==> config.mk <==
export PLATFORM = sky130hd
export DESIGN_NAME = cobs_crc32_deframer
export DESIGN_NICKNAME = d
export VERILOG_FILES = /design/src/design/ccd_pkg.sv /design/src/design/ccd_front.sv /design/src/design/ccd_queue.sv /design/src/design/ccd_back.sv /design/src/design/cobs_crc32_deframer.sv
export SDC_FILE = /design/constraint.sdc
export NUM_CORES = 1
export LEC_CHECK = 0
export ABC_AREA = 0
export BUFFER_PORTS_ARGS = -buffer_cell sky130_fd_sc_hd__buf_2
export CAP_MARGIN = 25
export CORE_MARGIN = 8
export CORE_UTILIZATION = 65
export CTS_CLUSTER_DIAMETER = 150
export DETAILED_ROUTE_END_ITERATION = 8
export GPL_TIMING_DRIVEN = 1
export PLACE_DENSITY = 0.84
export SLEW_MARGIN = 20
export SYNTH_ARGS = -nofsm -noshare
export SYNTH_HDL_FRONTEND = slang
export SYNTH_SLANG_ARGS = --single-unit
==> constraint.sdc <==
create_clock -name i_clk -period 6.5 [get_ports i_clk]
set_input_delay 0.65 -clock i_clk [delete_from_list [all_inputs] [get_ports i_clk]]
set_output_delay 0.65 -clock i_clk [all_outputs]
set_load 0.02 [all_outputs]
==> src/design/ccd_pkg.sv <==
package ccd_pkg;

    // Sizes and constants of the deframer.
    localparam int          MaxFrameDefault = 2048;
    localparam int          PayLenW         = 11;
    localparam int          QueueDepth      = 2;
    localparam int          MinFrameLen     = 4;
    localparam logic [31:0] CrcPoly         = 32'hEDB88320;
    localparam logic [31:0] CrcInit         = 32'hFFFFFFFF;
    localparam logic [7:0]  CodeFullBlock   = 8'hFF;
    localparam logic [7:0]  ByteDelim       = 8'h00;

    // Commands handed from the decoder front to the CRC back end.
    typedef enum logic [1:0] {
        CMD_DATA,
        CMD_END,
        CMD_GARBAGE,
        CMD_OVERFLOW
    } t_cmd_kind;

    // Result kinds as seen on the output port.
    typedef enum logic [2:0] {
        KIND_DATA     = 3'd0,
        KIND_GOOD     = 3'd1,
        KIND_BAD      = 3'd2,
        KIND_GARBAGE  = 3'd3,
        KIND_OVERFLOW = 3'd4,
        KIND_EMPTY    = 3'd5
    } t_out_kind;

    typedef struct packed {
        t_cmd_kind            kind;
        logic [7:0]           data;
        logic [PayLenW-1:0]   pay_len;
        logic                 long_enough;
        logic                 empty;
    } t_cmd;

    // One byte folded into a reflected CRC-32.
    function automatic logic [31:0] crc32_fold(input logic [31:0] crc,
                                               input logic [7:0]  data);
        logic [31:0] c;
        c = crc ^ {24'd0, data};
        for (int k = 0; k < 8; k++) begin
            c = (c >> 1) ^ (CrcPoly & {32{c[0]}});
        end
        return c;
    endfunction

endpackage

==> src/design/ccd_front.sv <==
module ccd_front #(
    parameter int MAX_FRAME = ccd_pkg::MaxFrameDefault
) (
    input  logic          i_clk,
    input  logic          i_rst_n,
    input  logic          i_rx_valid,
    output logic          o_rx_ready,
    input  logic [7:0]    i_rx_byte,
    output logic          o_cmd_valid,
    input  logic          i_cmd_ready,
    output ccd_pkg::t_cmd o_cmd
);

    localparam int CntW = $clog2(MAX_FRAME);
    localparam int LenW = (CntW > ccd_pkg::PayLenW) ? CntW : ccd_pkg::PayLenW;

    logic [7:0]      r_left, n_left;
    logic            r_pend, n_pend;
    logic [CntW-1:0] r_count, n_count;

    logic            w_accept;
    logic            w_zero;
    logic            w_ovf;
    logic [7:0]      w_left_eff;
    logic            w_pend_eff;
    logic [CntW-1:0] w_cnt_eff;
    logic [LenW-1:0] w_len_ext;

    // A byte is taken whenever the queue has room.
    assign o_rx_ready = i_cmd_ready;
    assign w_accept   = i_rx_valid && i_cmd_ready;
    assign w_zero     = (i_rx_byte == ccd_pkg::ByteDelim);

    // An overflow restarts the frame before the byte is looked at again.
    assign w_ovf      = (r_count == CntW'(MAX_FRAME - 1)) && !w_zero;
    assign w_left_eff = w_ovf ? 8'd0 : r_left;
    assign w_pend_eff = w_ovf ? 1'b0 : r_pend;
    assign w_cnt_eff  = w_ovf ? '0 : r_count;
    assign w_len_ext  = LenW'(w_cnt_eff) - LenW'(ccd_pkg::MinFrameLen);

    // Decoding step: classify the byte and update the block state.
    always_comb begin
        n_left      = r_left;
        n_pend      = r_pend;
        n_count     = r_count;
        o_cmd_valid = 1'b0;
        o_cmd       = '0;
        o_cmd.kind  = ccd_pkg::CMD_DATA;
        if (w_accept) begin
            if (w_left_eff != 8'd0) begin
                if (w_zero) begin
                    // A delimiter inside a block is garbage.
                    n_left      = 8'd0;
                    n_pend      = 1'b0;
                    n_count     = '0;
                    o_cmd_valid = 1'b1;
                    o_cmd.kind  = ccd_pkg::CMD_GARBAGE;
                end else begin
                    n_left      = w_left_eff - 8'd1;
                    n_count     = w_cnt_eff + CntW'(1);
                    o_cmd_valid = 1'b1;
                    o_cmd.data  = i_rx_byte;
                end
            end else if (w_zero) begin
                // Frame end: the back end judges the CRC.
                n_left            = 8'd0;
                n_pend            = 1'b0;
                n_count           = '0;
                o_cmd_valid       = 1'b1;
                o_cmd.kind        = ccd_pkg::CMD_END;
                o_cmd.empty       = (w_cnt_eff == '0) && !w_pend_eff;
                o_cmd.long_enough = (w_cnt_eff >= CntW'(ccd_pkg::MinFrameLen));
                o_cmd.pay_len     = w_len_ext[ccd_pkg::PayLenW-1:0];
            end else begin
                // A code byte opens a new block.
                n_left  = i_rx_byte - 8'd1;
                n_pend  = (i_rx_byte != ccd_pkg::CodeFullBlock);
                n_count = w_cnt_eff;
                if (w_ovf) begin
                    o_cmd_valid = 1'b1;
                    o_cmd.kind  = ccd_pkg::CMD_OVERFLOW;
                end else if (w_pend_eff) begin
                    // The zero implied between blocks.
                    n_count     = w_cnt_eff + CntW'(1);
                    o_cmd_valid = 1'b1;
                end
            end
        end
    end

    // Block state registers.
    always_ff @(posedge i_clk) begin
        if (!i_rst_n) begin
            r_left  <= 8'd0;
            r_pend  <= 1'b0;
            r_count <= '0;
        end else begin
            r_left  <= n_left;
            r_pend  <= n_pend;
            r_count <= n_count;
        end
    end

endmodule

==> src/design/ccd_queue.sv <==
module ccd_queue (
    input  logic          i_clk,
    input  logic          i_rst_n,
    input  logic          i_push_valid,
    output logic          o_push_ready,
    input  ccd_pkg::t_cmd i_push_cmd,
    output logic          o_pop_valid,
    input  logic          i_pop_ready,
    output ccd_pkg::t_cmd o_pop_cmd
);

    localparam int Depth = ccd_pkg::QueueDepth;
    localparam int PtrW  = (Depth > 1) ? $clog2(Depth) : 1;
    localparam int CntW  = $clog2(Depth + 1);

    ccd_pkg::t_cmd   r_mem [Depth];
    logic [PtrW-1:0] r_wr_ptr, n_wr_ptr;
    logic [PtrW-1:0] r_rd_ptr, n_rd_ptr;
    logic [CntW-1:0] r_count, n_count;
    logic            w_push;
    logic            w_pop;

    assign o_push_ready = (r_count != CntW'(Depth));
    assign o_pop_valid  = (r_count != '0);
    assign o_pop_cmd    = r_mem[r_rd_ptr];
    assign w_push       = i_push_valid && o_push_ready;
    assign w_pop        = o_pop_valid && i_pop_ready;

    // Pointer and fill count update.
    always_comb begin
        n_wr_ptr = r_wr_ptr;
        n_rd_ptr = r_rd_ptr;
        n_count  = r_count;
        if (w_push) begin
            n_wr_ptr = (r_wr_ptr == PtrW'(Depth - 1)) ? '0 : r_wr_ptr + PtrW'(1);
        end
        if (w_pop) begin
            n_rd_ptr = (r_rd_ptr == PtrW'(Depth - 1)) ? '0 : r_rd_ptr + PtrW'(1);
        end
        if (w_push && !w_pop) begin
            n_count = r_count + CntW'(1);
        end else if (w_pop && !w_push) begin
            n_count = r_count - CntW'(1);
        end
    end

    always_ff @(posedge i_clk) begin
        if (!i_rst_n) begin
            r_wr_ptr <= '0;
            r_rd_ptr <= '0;
            r_count  <= '0;
        end else begin
            r_wr_ptr <= n_wr_ptr;
            r_rd_ptr <= n_rd_ptr;
            r_count  <= n_count;
        end
    end

    // Entry storage.
    always_ff @(posedge i_clk) begin
        if (w_push) begin
            r_mem[r_wr_ptr] <= i_push_cmd;
        end
    end

endmodule

==> src/design/ccd_back.sv <==
module ccd_back (
    input  logic                         i_clk,
    input  logic                         i_rst_n,
    input  logic                         i_cmd_valid,
    output logic                         o_cmd_ready,
    input  ccd_pkg::t_cmd                i_cmd,
    output logic                         o_out_valid,
    input  logic                         i_out_ready,
    output logic [2:0]                   o_out_kind,
    output logic [7:0]                   o_out_byte,
    output logic [ccd_pkg::PayLenW-1:0]  o_payload_len,
    output logic                         o_end_of_frame
);

    logic                         r_out_valid;
    logic [31:0]                  r_crc, n_crc;
    ccd_pkg::t_out_kind           r_kind, n_kind;
    logic [7:0]                   r_byte, n_byte;
    logic [ccd_pkg::PayLenW-1:0]  r_len, n_len;
    logic                         r_eof, n_eof;
    logic                         w_pop;

    // The output register takes a new command when empty or being drained.
    assign o_cmd_ready = !r_out_valid || i_out_ready;
    assign w_pop       = i_cmd_valid && o_cmd_ready;

    // CRC fold on data and a CRC restart on every other command; frame verdict on the delimiter.
    always_comb begin
        n_crc  = ccd_pkg::CrcInit;
        n_kind = ccd_pkg::KIND_DATA;
        n_byte = 8'd0;
        n_len  = '0;
        n_eof  = 1'b1;
        case (i_cmd.kind)
            ccd_pkg::CMD_DATA: begin
                n_crc  = ccd_pkg::crc32_fold(r_crc, i_cmd.data);
                n_byte = i_cmd.data;
                n_eof  = 1'b0;
            end
            ccd_pkg::CMD_END: begin
                if (i_cmd.empty) begin
                    n_kind = ccd_pkg::KIND_EMPTY;
                end else if (i_cmd.long_enough && (r_crc == 32'd0)) begin
                    n_kind = ccd_pkg::KIND_GOOD;
                    n_len  = i_cmd.pay_len;
                end else begin
                    n_kind = ccd_pkg::KIND_BAD;
                end
            end
            ccd_pkg::CMD_GARBAGE: begin
                n_kind = ccd_pkg::KIND_GARBAGE;
            end
            default: begin
                n_kind = ccd_pkg::KIND_OVERFLOW;
            end
        endcase
    end

    // Control state and running CRC.
    always_ff @(posedge i_clk) begin
        if (!i_rst_n) begin
            r_out_valid <= 1'b0;
            r_crc       <= ccd_pkg::CrcInit;
        end else begin
            if (o_cmd_ready) begin
                r_out_valid <= i_cmd_valid;
            end
            if (w_pop) begin
                r_crc <= n_crc;
            end
        end
    end

    // Result payload.
    always_ff @(posedge i_clk) begin
        if (w_pop) begin
            r_kind <= n_kind;
            r_byte <= n_byte;
            r_len  <= n_len;
            r_eof  <= n_eof;
        end
    end

    assign o_out_valid    = r_out_valid;
    assign o_out_kind     = r_kind;
    assign o_out_byte     = r_byte;
    assign o_payload_len  = r_len;
    assign o_end_of_frame = r_eof;

endmodule

==> src/design/cobs_crc32_deframer.sv <==
// COBS deframer with CRC-32 check.
// Input channel: i_rx_valid / o_rx_ready carry one received byte, i_rx_byte.
// Output channel: o_out_valid / i_out_ready carry one result: o_out_kind,
// o_out_byte, o_payload_len and o_end_of_frame.
// Each decoded byte, the implied zero between blocks included, goes out as a
// data result; a frame delimiter or an abort gives one status result.
// Code bytes that open a block with no implied zero give no result.
// Each result passes through the queue and then the output register.
// Throughput: one byte per cycle while the receiver takes results; the
// decoder front writes a two-entry queue, and the back end folds one byte
// per cycle into the CRC and loads the output register.
// Reset clears the block state, the queue and the output register; the CRC
// returns to all ones and the next byte starts a new frame.
// When the receiver stalls, the output register holds its result, the queue
// fills, and o_rx_ready falls once it is full.
module cobs_crc32_deframer #(
    parameter int MAX_FRAME = ccd_pkg::MaxFrameDefault
) (
    input  logic                         i_clk,
    input  logic                         i_rst_n,
    input  logic                         i_rx_valid,
    output logic                         o_rx_ready,
    input  logic [7:0]                   i_rx_byte,
    output logic                         o_out_valid,
    input  logic                         i_out_ready,
    output logic [2:0]                   o_out_kind,
    output logic [7:0]                   o_out_byte,
    output logic [ccd_pkg::PayLenW-1:0]  o_payload_len,
    output logic                         o_end_of_frame
);

    logic          w_push_valid;
    logic          w_push_ready;
    ccd_pkg::t_cmd w_push_cmd;
    logic          w_pop_valid;
    logic          w_pop_ready;
    ccd_pkg::t_cmd w_pop_cmd;

    // Decoder front: COBS state and command generation.
    ccd_front #(
        .MAX_FRAME (MAX_FRAME)
    ) u_front (
        .i_clk       (i_clk),
        .i_rst_n     (i_rst_n),
        .i_rx_valid  (i_rx_valid),
        .o_rx_ready  (o_rx_ready),
        .i_rx_byte   (i_rx_byte),
        .o_cmd_valid (w_push_valid),
        .i_cmd_ready (w_push_ready),
        .o_cmd       (w_push_cmd)
    );

    // Command queue between front and back.
    ccd_queue u_queue (
        .i_clk        (i_clk),
        .i_rst_n      (i_rst_n),
        .i_push_valid (w_push_valid),
        .o_push_ready (w_push_ready),
        .i_push_cmd   (w_push_cmd),
        .o_pop_valid  (w_pop_valid),
        .i_pop_ready  (w_pop_ready),
        .o_pop_cmd    (w_pop_cmd)
    );

    // Back end: CRC, frame verdict and output register.
    ccd_back u_back (
        .i_clk          (i_clk),
        .i_rst_n        (i_rst_n),
        .i_cmd_valid    (w_pop_valid),
        .o_cmd_ready    (w_pop_ready),
        .i_cmd          (w_pop_cmd),
        .o_out_valid    (o_out_valid),
        .i_out_ready    (i_out_ready),
        .o_out_kind     (o_out_kind),
        .o_out_byte     (o_out_byte),
        .o_payload_len  (o_payload_len),
        .o_end_of_frame (o_end_of_frame)
    );

endmodule

# Word level (Yosys, flattened, before mapping)
# Memory sizes are Yosys's and may differ from the RTL's. A register that Yosys moved wholly into a read port is not among the register bits.
# Index checks and enable logic that the tools add are counted.
# Widths: inputs -> output; s select.
word_totals:
  regBits: 80
  mem_bits_rw: 46
  input_bits: 12
  out_inout_bits: 25
  elab_cells: 103
  n_memories: 1
mem_list:
  columns: ["memory", "depth", "word_bits", "read_ports", "rd_clocked_by_memory_dff", "wr", "line", "source"]
  rows:
  - ["u_queue.r_mem", 2, 23, 1, 1, 1, "ccd_queue.sv:16", "ccd_pkg::t_cmd r_mem [Depth];"]
op_classes:
  add_sub_neg: 8
  magnitude_cmp: 1
  n_eq_ne: 6
  muxes: 41
  bitwise_logic: 11
  reduce_logical: 23
op_table:
  columns: ["op", "n"]
  rows:
  - ["$xor 31x32->32", 8]
  - ["$mux 11", 6]
  - ["$mux 8", 6]
  - ["$logic_not 32->1", 1]
  - ["$mux 32", 1]
  - ["$xor 32x8->32", 1]
  - ["$mux 13", 2]
  - ["$mux 23", 1]
  - ["$mux 1", 16]
  - ["$sub 8x1->8 const B", 2]
  - ["$mux 2", 7]
  - ["$add 11x1->11 const B", 1]
  - ["$eq 11x11->1 const B", 1]
  - ["$ge 11x3->1 const B", 1]
  - ["$logic_not 11->1", 1]
  - ["$sub 11x3->11 const B", 1]
  - ["$pmux 3 s3", 1]
  - ["$logic_and 1x1->1", 8]
  - ["$logic_not 8->1", 1]
  - ["$ne 8x8->1 const B", 1]
  - ["$reduce_bool 8->1", 1]
  - ["$logic_not 1->1", 5]
  - ["$reduce_bool 2->1", 2]
  - ["$mux 3", 1]
  - ["other kinds (12)", 14]

# Depth between registers and ports, before layout
# Gate-level depths: netlist (run 1).
depth:
  ltp_word: 14
  ltp_mapped: 17
  depth_no_buf: 15

# By module
# Synthesis (run 1) repeated with hierarchy kept, for this count alone.
hier_totals:
  hier_cells: 615
  area_unflattened_um2: 6754.0
by_module_without_submodules:
  columns: ["module", "instances", "cells_per_inst", "area_per_inst_um2", "seq_area_each_um2"]
  rows:
  - ["ccd_back", 1, 258, 2976.6, 1351.3]
  - ["ccd_queue", 1, 95, 1893.1, 1481.4]
  - ["ccd_front", 1, 262, 1884.3, 400.4]

# Worst setup path after synthesis (run 1)
# OpenSTA, ideal clock, no wires.
synth_timing:
  kind: "input port to flip-flop"
  from: "input port i_rx_byte[0]"
  to: "memory u_queue.r_mem[0][0] in the netlist's numbering, enable pin"
  setup_time_ns: 0.405
  arrival_time_ns: 4.128
  required_time_ns: 6.095
  setup_slack_ns: 1.966
  stages: 14
  cell_sequence: "inv_1 ha_1 or4b_4 o2111ai_2 or2_2 buf_6 buf_2 nand2_1 ha_1 clkinv_1 or4_4 nor2_1 a21oi_1 nor2b_1"
synth_via:
  elab_chain_cells: 12
synth_lines:
  columns: ["element", "line", "source"]
  rows:
  - ["start: declaration", "cobs_crc32_deframer.sv:23", "input logic [7:0] i_rx_byte,"]
  - ["$logic_not 8->1 (*)", "ccd_front.sv:32", "assign w_zero = (i_rx_byte == ccd_pkg::ByteDelim);"]
  - ["$logic_not 1->1", "ccd_front.sv:35", "assign w_ovf = (r_count == CntW'(MAX_FRAME - 1)) && !w_zero;"]
  - ["$logic_and 1x1->1", "ccd_front.sv:35", null]
  - ["$mux 1", "ccd_front.sv:37", "assign w_pend_eff = w_ovf ? 1'b0 : r_pend;"]
  - ["$mux 1", "ccd_front.sv:82", "end else if (w_pend_eff) begin"]
  - ["$mux 1", "ccd_front.sv:79", "if (w_ovf) begin"]
  - ["$mux 1", "ccd_front.sv:64", "end else if (w_zero) begin"]
  - ["$mux 1 (*)", "ccd_front.sv:50", "if (w_left_eff != 8'd0) begin"]
  - ["$mux 1 (*)", "ccd_front.sv:49", "if (w_accept) begin"]
  - ["$logic_and 1x1->1 (*)", "ccd_queue.sv:26", "assign w_push = i_push_valid && o_push_ready;"]
  - ["via u_queue.w_push", "ccd_queue.sv:20", "logic w_push;"]
  - ["$mux 1 (*)", "ccd_queue.sv:61", "if (w_push) begin"]
  - ["$mux 1 (implied by the code) (*)", "ccd_queue.sv:62", "r_mem[r_wr_ptr] <= i_push_cmd;"]
  - ["end: declaration", "ccd_queue.sv:16", null]
# The timed path passes the listed nets; every way through them passes the cells marked *.

==> results.yml, run 1 <==
logic_synthesis:
  async_flop_share_pct: 0
  syn_inst: 655
  ys_types: 75
  syn_area_um2: 6878
  synth_nets: 676
  yosysWarnings: 0
  synth_ff_type: "edfxtp_1"
  synth_edf_count: 69
  yosysSeqAreaShare_pct: 47.01
  ys_seq_elements: 127
  syn_area_per_cell_um2: 10.50
detailed_routing:
  drc_errors: 0
  vias: 5210
  vias_per_cell: 6.323
  drtIter0Drc: 586
  ant_nets: 0
  firstDrtPassIters: 5
  routed_wl_um: 16500
  drt-wirelength-per-cell_um: 20.02
setup_path:
  worstPathMaxFanout: 22
  worstPathArrival_ns: 4.78
  cp-start-kind: "flip-flop"
  required_ns: 6.78
  crit_path_end_kind: "flip-flop"
  crit_type: "reg2reg"
die:
  rows: 37
  start_util_pct: 66.62
  ioPinCount: 37
  die_w_um: 118.9
  coreArea_um2: 10320
  die_area_um2: 14130
  die_h_um: 118.9
cells_and_area:
  finalInstanceArea_um2: 7616
  seqCellArea_um2: 3233
  fin_nets: 696
  areaGrowthSynthToFinish_pct: 10.73
  num-fill-cells: 692
  multiInputGateArea_um2: 3416
  fin_cells: 824
  diodes: 0
  drive_gt1_share_pct: 15.12
power:
  p_sw_share_pct: 39.46
  p_switching_mw: 1.958
  ir_drop_uv: 405.9
  powerDensity_nw_per_um2: 651.4
  seqPwrFrac_pct: 26.8
  intPower_mw: 3.004
  p_leak_nw: 2.822
  combPwrFrac_pct: 55.5
  p_total_mw: 4.961
  power.share.clock_pct: 17.7
timing:
  tightestPinTransition_ns: 1.007
  final.setup_skew_ns: 0.007409
  tns_ns: 0
  fmaxAchievable_mhz: 222.0
  rsz0062_at_grt: "no"
  hold_viol: 0
  drv_slew: 0
  setup_viol: 0
  relSlewSlack_pct: 32.89
  fin_crit_sh_pct: 69.31
  period_needed_ns: 4.505
cts:
  post_cts_buffers: 0
  clk_pin_slew_worst_paths_ns: 0.06
  cts_num_sinks: 127
  clock_path_buffers: 2
  clock_latency_ns: 0.53
  cts_resized: 0
  cts-htree-levels: 4
  cts_tree: "yes"
  root_buffer: "clkbuf_8"
  cts_buffers: 17
  cts-hold-fix-buffers: 0
global_routing:
  grt_pass1_wl_um: 26430
  overflow: 0
  grt_max_degree: 51
  grt_pass1_vias: 5045
  track_usage_pct: 23.45
  antenna_found_initial: 0
placed_design:
  dpl.cell_count: 792
  placedInstanceArea_um2: 7066
  gp_congestion: 0.9697
  port_buffers: 36
  dpl.hpwl_um: 10770
worst_hold_path:
  hold_class: "in2reg"
status:
  status: "complete, no violations"
run:
  drv_cap: 0
## Yosys cell counts (7+ instances only)
cell       n  share of area, %
a21oi_1   32               2.3
a31oi_1    7              0.64
and2_1     7              0.64
and3_1    11               1.0
clkbuf_1  27               1.5
dfxtp_1   58                17
edfxtp_1  69                30
ha_1       9               1.6
inv_1     12              0.65
mux2i_1   17               2.5
nand2_1   62               3.4
nand3_1   10              0.73
nor2_1    71               3.9
nor3_1    17               1.2
nor4_1    13               1.2
o21ai_0   31               2.3
o22ai_1   23               2.1
or3_1     12               1.1
xnor2_1   34               4.3
xnor2_2    7               1.7
xnor3_1    9               2.9
xor2_1    23               2.9
## placed cells by master, fill, tap and decap left out, drive strengths merged, types with 4 or more instances in the layout
cell and count:
a21oi 32, a31oi 7, and2 7, and3 11, buf 39, clkbuf 20, clkinv 6, clkinvlp 5
dfxtp 58, edfxtp 69, ha 9, inv 12, mux2i 23, nand2 63, nand2b 5, nand3 10
nor2 72, nor2b 4, nor3 18, nor4 14, o211ai 4, o21ai 31, o22ai 23, or3 12
xnor2 46, xnor3 10, xor2 24
## power groups by stage
stage	combinational, mW	sequential [mW]	clock [mW]
after detailed placement	2.66	1.33	0
after CTS	2.73	1.33	0.879
final	2.75	1.33	0.878
after floorplan	2.17	1.35	0
after global routing	2.92	1.35	0.920
after global placement	2.60	1.32	0
## state kept, by name (all words and copies together) (netlist names), 2 cells and up, named ones only
signal and cells:
u_back.o_out_byte 8, u_front.r_count 11, u_queue.r_mem 46, u_queue.r_count 2
u_back.o_payload_len 11, u_back.o_out_kind 3, u_front.r_left 8, u_back.r_crc 32
## kinds of logic after synthesis
group                      count (synthesis)  share of synthesized area (%)
AOI/OAI and AO/OA                        129                          11.82
muxes                                     25                          4.257
and+or+nand+nor                          231                          16.28
buffers and inverters                     51                          3.438
xor gates and xnor gates                  83                          15.55
adders and majority gates                  9                          1.637
DFF                                      127                          47.01
## per-stage QoR
step	setup WS (ns)	hold WS, ns	util [%]
after floorplan	1.966	0.4542	-
after global placement	1.840	0.4869	68.44
after detailed placement	1.679	0.4898	68.44
after CTS	2.146	0.4600	73.72
after global routing	1.746	0.5026	73.77
final	1.995	0.4657	73.77
## layout make-up
class | count | share of cell area (%)
multi-input combinational | 477 | 44.85
tap | 136 | 2.234
timing repair buffer | 39 | 2.661
clock buffer | 20 | 5.586
clock inverter | 12 | 1.577
inverter | 13 | 0.6407
sequential | 127 | 42.45
## path summary, 6_finish.rpt
kind / depth (start not counted) / end / slack (ns) / from
worst max-delay path: 9 / u_queue.r_mem[0][0]$_DFFE_PP_ / 1.99 / u_front.r_count[2]$_SDFFE_PN0P_
worst min-delay path: 4 / u_back.o_out_valid$_SDFFE_PN0N_ / 0.47 / i_out_ready
worst max register to register: 9 / u_queue.r_mem[0][0]$_DFFE_PP_ / 1.99 / u_front.r_count[2]$_SDFFE_PN0P_
worst min register to register: 2 / u_front.r_left[4]$_SDFFE_PN0P_ / 0.52 / u_front.r_left[4]$_SDFFE_PN0P_
## critical path: stages (launching register included)
cell,delay [ns]
dfxtp_1,0.59
and3_1,0.32
o2111ai_2,0.22
or2_2,0.54
nand2_1,0.16
ha_1,0.26
clkinv_1,0.28
nor4_1,0.73
nand3_1,0.56
nor4_1,0.60
## metal layers
metal  vias up  track usage [%]  wire length, um
met5         -                0                0
met4         0            9.881              378
met3        42            5.574             1314
met2       267            38.22             8059
met1      2502            29.41             6742
li1       2399                -                -
Power figures use the tool's default switching activity.
==> run 2: changes to the inputs <==
Settings changed: CORE_UTILIZATION 65 to 62, PLACE_DENSITY 0.84 to 0.81.
Clock period 6.5 ns to 4.4 ns, I/O delays scaled along.
==> results.yml, run 2 (same netlist as run 1, synthesis figures left out) <==
placed_design:
  gp_congestion: 0.9362
  dp_slack_ns: 0.4139
  dpl.hpwl_um: 11180
  port_buffers: 36
power:
  seqPwrFrac_pct: 26.2
  power.share.clock_pct: 19.7
  intPower_mw: 4.592
  powerDensity_nw_per_um2: 972.4
  combPwrFrac_pct: 54.2
  ir_drop_uv: 738.2
  p_switching_mw: 2.980
  p_leak_nw: 2.927
  p_sw_share_pct: 39.36
die:
  coreArea_um2: 10840
  start_util_pct: 63.45
  die_area_um2: 14720
  ioPinCount: 37
  die_h_um: 121.3
  die_w_um: 121.3
  rows: 38
cts:
  cts_num_sinks: 127
  root_buffer: "clkbuf_8"
  clock_path_buffers: 2
  cts_resized: 0
  post_cts_buffers: 0
  cts_tree: "yes"
  cts-htree-levels: 4
  clk_pin_slew_worst_paths_ns: 0.06
  cts_buffers: 17
  clock_latency_ns: 0.55
  cts-hold-fix-buffers: 0
setup_path:
  worstReg2RegStart: "u_front.r_count[5]$_SDFFE_PN0P_"
  reg2reg_depth: 12
  crit_path_end_kind: "flip-flop"
  timing.rr.end: "u_queue.r_count[1]$_SDFFE_PN0P_"
  worstPathArrival_ns: 4.38
  rrSetupSlack_ns: 0.48
  cp-start-kind: "flip-flop"
  required_ns: 4.86
  crit_type: "reg2reg"
  worstPathMaxFanout: 10
timing:
  period_needed_ns: 3.922
  fin_crit_sh_pct: 89.14
  fmaxAchievable_mhz: 255.0
  relSlewSlack_pct: 40.18
  rsz0062_at_grt: "no"
  tightestPinTransition_ns: 0.8973
  hold_viol: 0
  whs_ns: 0.2388
  layout_setup_ws_ns: 0.4778
  drv_slew: 0
  tns_ns: 0
  final.setup_skew_ns: 0.008395
  setup_viol: 0
global_routing:
  track_usage_pct: 23.52
  grt_pass1_vias: 5148
  grt_pass1_wl_um: 26710
  antenna_found_initial: 0
  overflow: 0
  grt_max_degree: 51
detailed_routing:
  vias_per_cell: 6.309
  routed_wl_um: 16900
  drt-wirelength-per-cell_um: 20.15
  vias: 5293
  ant_nets: 0
  firstDrtPassIters: 6
  drtIter0Drc: 608
  drc_errors: 0
worst_hold_path:
  min_delay_worst_endpoint: "u_back.o_out_valid$_SDFFE_PN0N_"
  whs_path_depth: 4
  worst_hold_startpoint: "i_out_ready"
  hold_class: "in2reg"
cells_and_area:
  diodes: 0
  num-fill-cells: 753
  fin_nets: 707
  largest_reg_flops: 46
  regMostFlops: "u_queue.r_mem"
  layout_common_cells: "nor2_1, edfxtp_1, nand2_1"
  top_regs: "u_queue.r_mem x46, u_back.r_crc x32"
  areaGrowthSynthToFinish_pct: 13.23
  drive_gt1_share_pct: 17.02
  final_common_cell: "nor2_1"
status:
  status: "complete, no violations"
run:
  drv_cap: 0
==> run 2: changes by cell type in the layout (fill, tap and decap cells not counted), moves of 2 or more <==
cell / delta
buf_4: +9
clkinv_4: +4
clkinvlp_4: -4
clkbuf_1: -3
inv_6: +3
bufinv_16: +2
clkinv_2: -2
==> run 2: final cells by class <==
type / instances / area [um2] / share of cell area (%)
Inverter: 13 / 48.80 / 0.6266
Clock inverter: 15 / 209.0 / 2.683
Clock buffer: 17 / 414.1 / 5.318
Sequential cell: 127 / 3233 / 41.52
Timing Repair Buffer: 50 / 296.5 / 3.808
Multi-Input combinational cell: 477 / 3411 / 43.80
Tap cell: 140 / 175.2 / 2.249
==> run 2: how the worst max path moves through the flow <==
stage,end,from,slack [ns]
finish,u_queue.r_count[1]$_SDFFE_PN0P_,u_front.r_count[5]$_SDFFE_PN0P_,0.48
CTS,u_queue.r_mem[1][8]$_DFFE_PP_,u_front.r_count[5]$_SDFFE_PN0P_,0.51
detailed placement,u_queue.r_mem[1][9]$_DFFE_PP_,i_rx_byte[0],0.41
floorplan,u_queue.r_mem[0][0]$_DFFE_PP_,i_rx_byte[0],0.08
global route,u_queue.r_count[1]$_SDFFE_PN0P_,u_front.r_count[5]$_SDFFE_PN0P_,0.23
global placement,u_queue.r_mem[0][8]$_DFFE_PP_,i_rx_byte[0],0.44
==> run 2: layer usage <==
layer  share of wire (%)  track usage, %
met1                  40           28.58
met2                  48           37.96
met3                 7.3           5.072
met4                 4.0           13.57
met5                   0               0
==> run 2: stage by stage <==
| stage | instances | utilization (%) | instance area [um2] | power, mW |
|---|---|---|---|---|
| floorplan | 655 | - | 6878 | 5.199 |
| global placement | 805 | 65.85 | 7138 | 5.805 |
| detailed placement | 806 | 65.95 | 7149 | 5.947 |
| CTS | 838 | 71.70 | 7772 | 7.530 |
| global route | 839 | 71.84 | 7787 | 7.895 |
| finish | 839 | 71.84 | 7787 | 7.573 |
==> run 2: power by group through the flow <==
stage	logic, mW	registers, mW	clock network, mW
final	4.10	1.98	1.49
after global routing	4.34	2.02	1.54
after CTS	4.06	1.97	1.49
after detailed placement	3.96	1.99	0
after global placement	3.84	1.96	0
after floorplan	3.20	2.00	0
==> run 2: critical path: stages (launching register included) <==
cell and delay [ns]:
dfxtp_1 0.52, nand2_1 0.19, or2_2 0.38, or2_2 0.35
nand2_1 0.12, ha_1 0.26, clkinv_1 0.11, or4_4 0.53
nor2_1 0.27, a21oi_1 0.19, ha_1 0.38, or3_1 0.38
a21oi_1 0.16
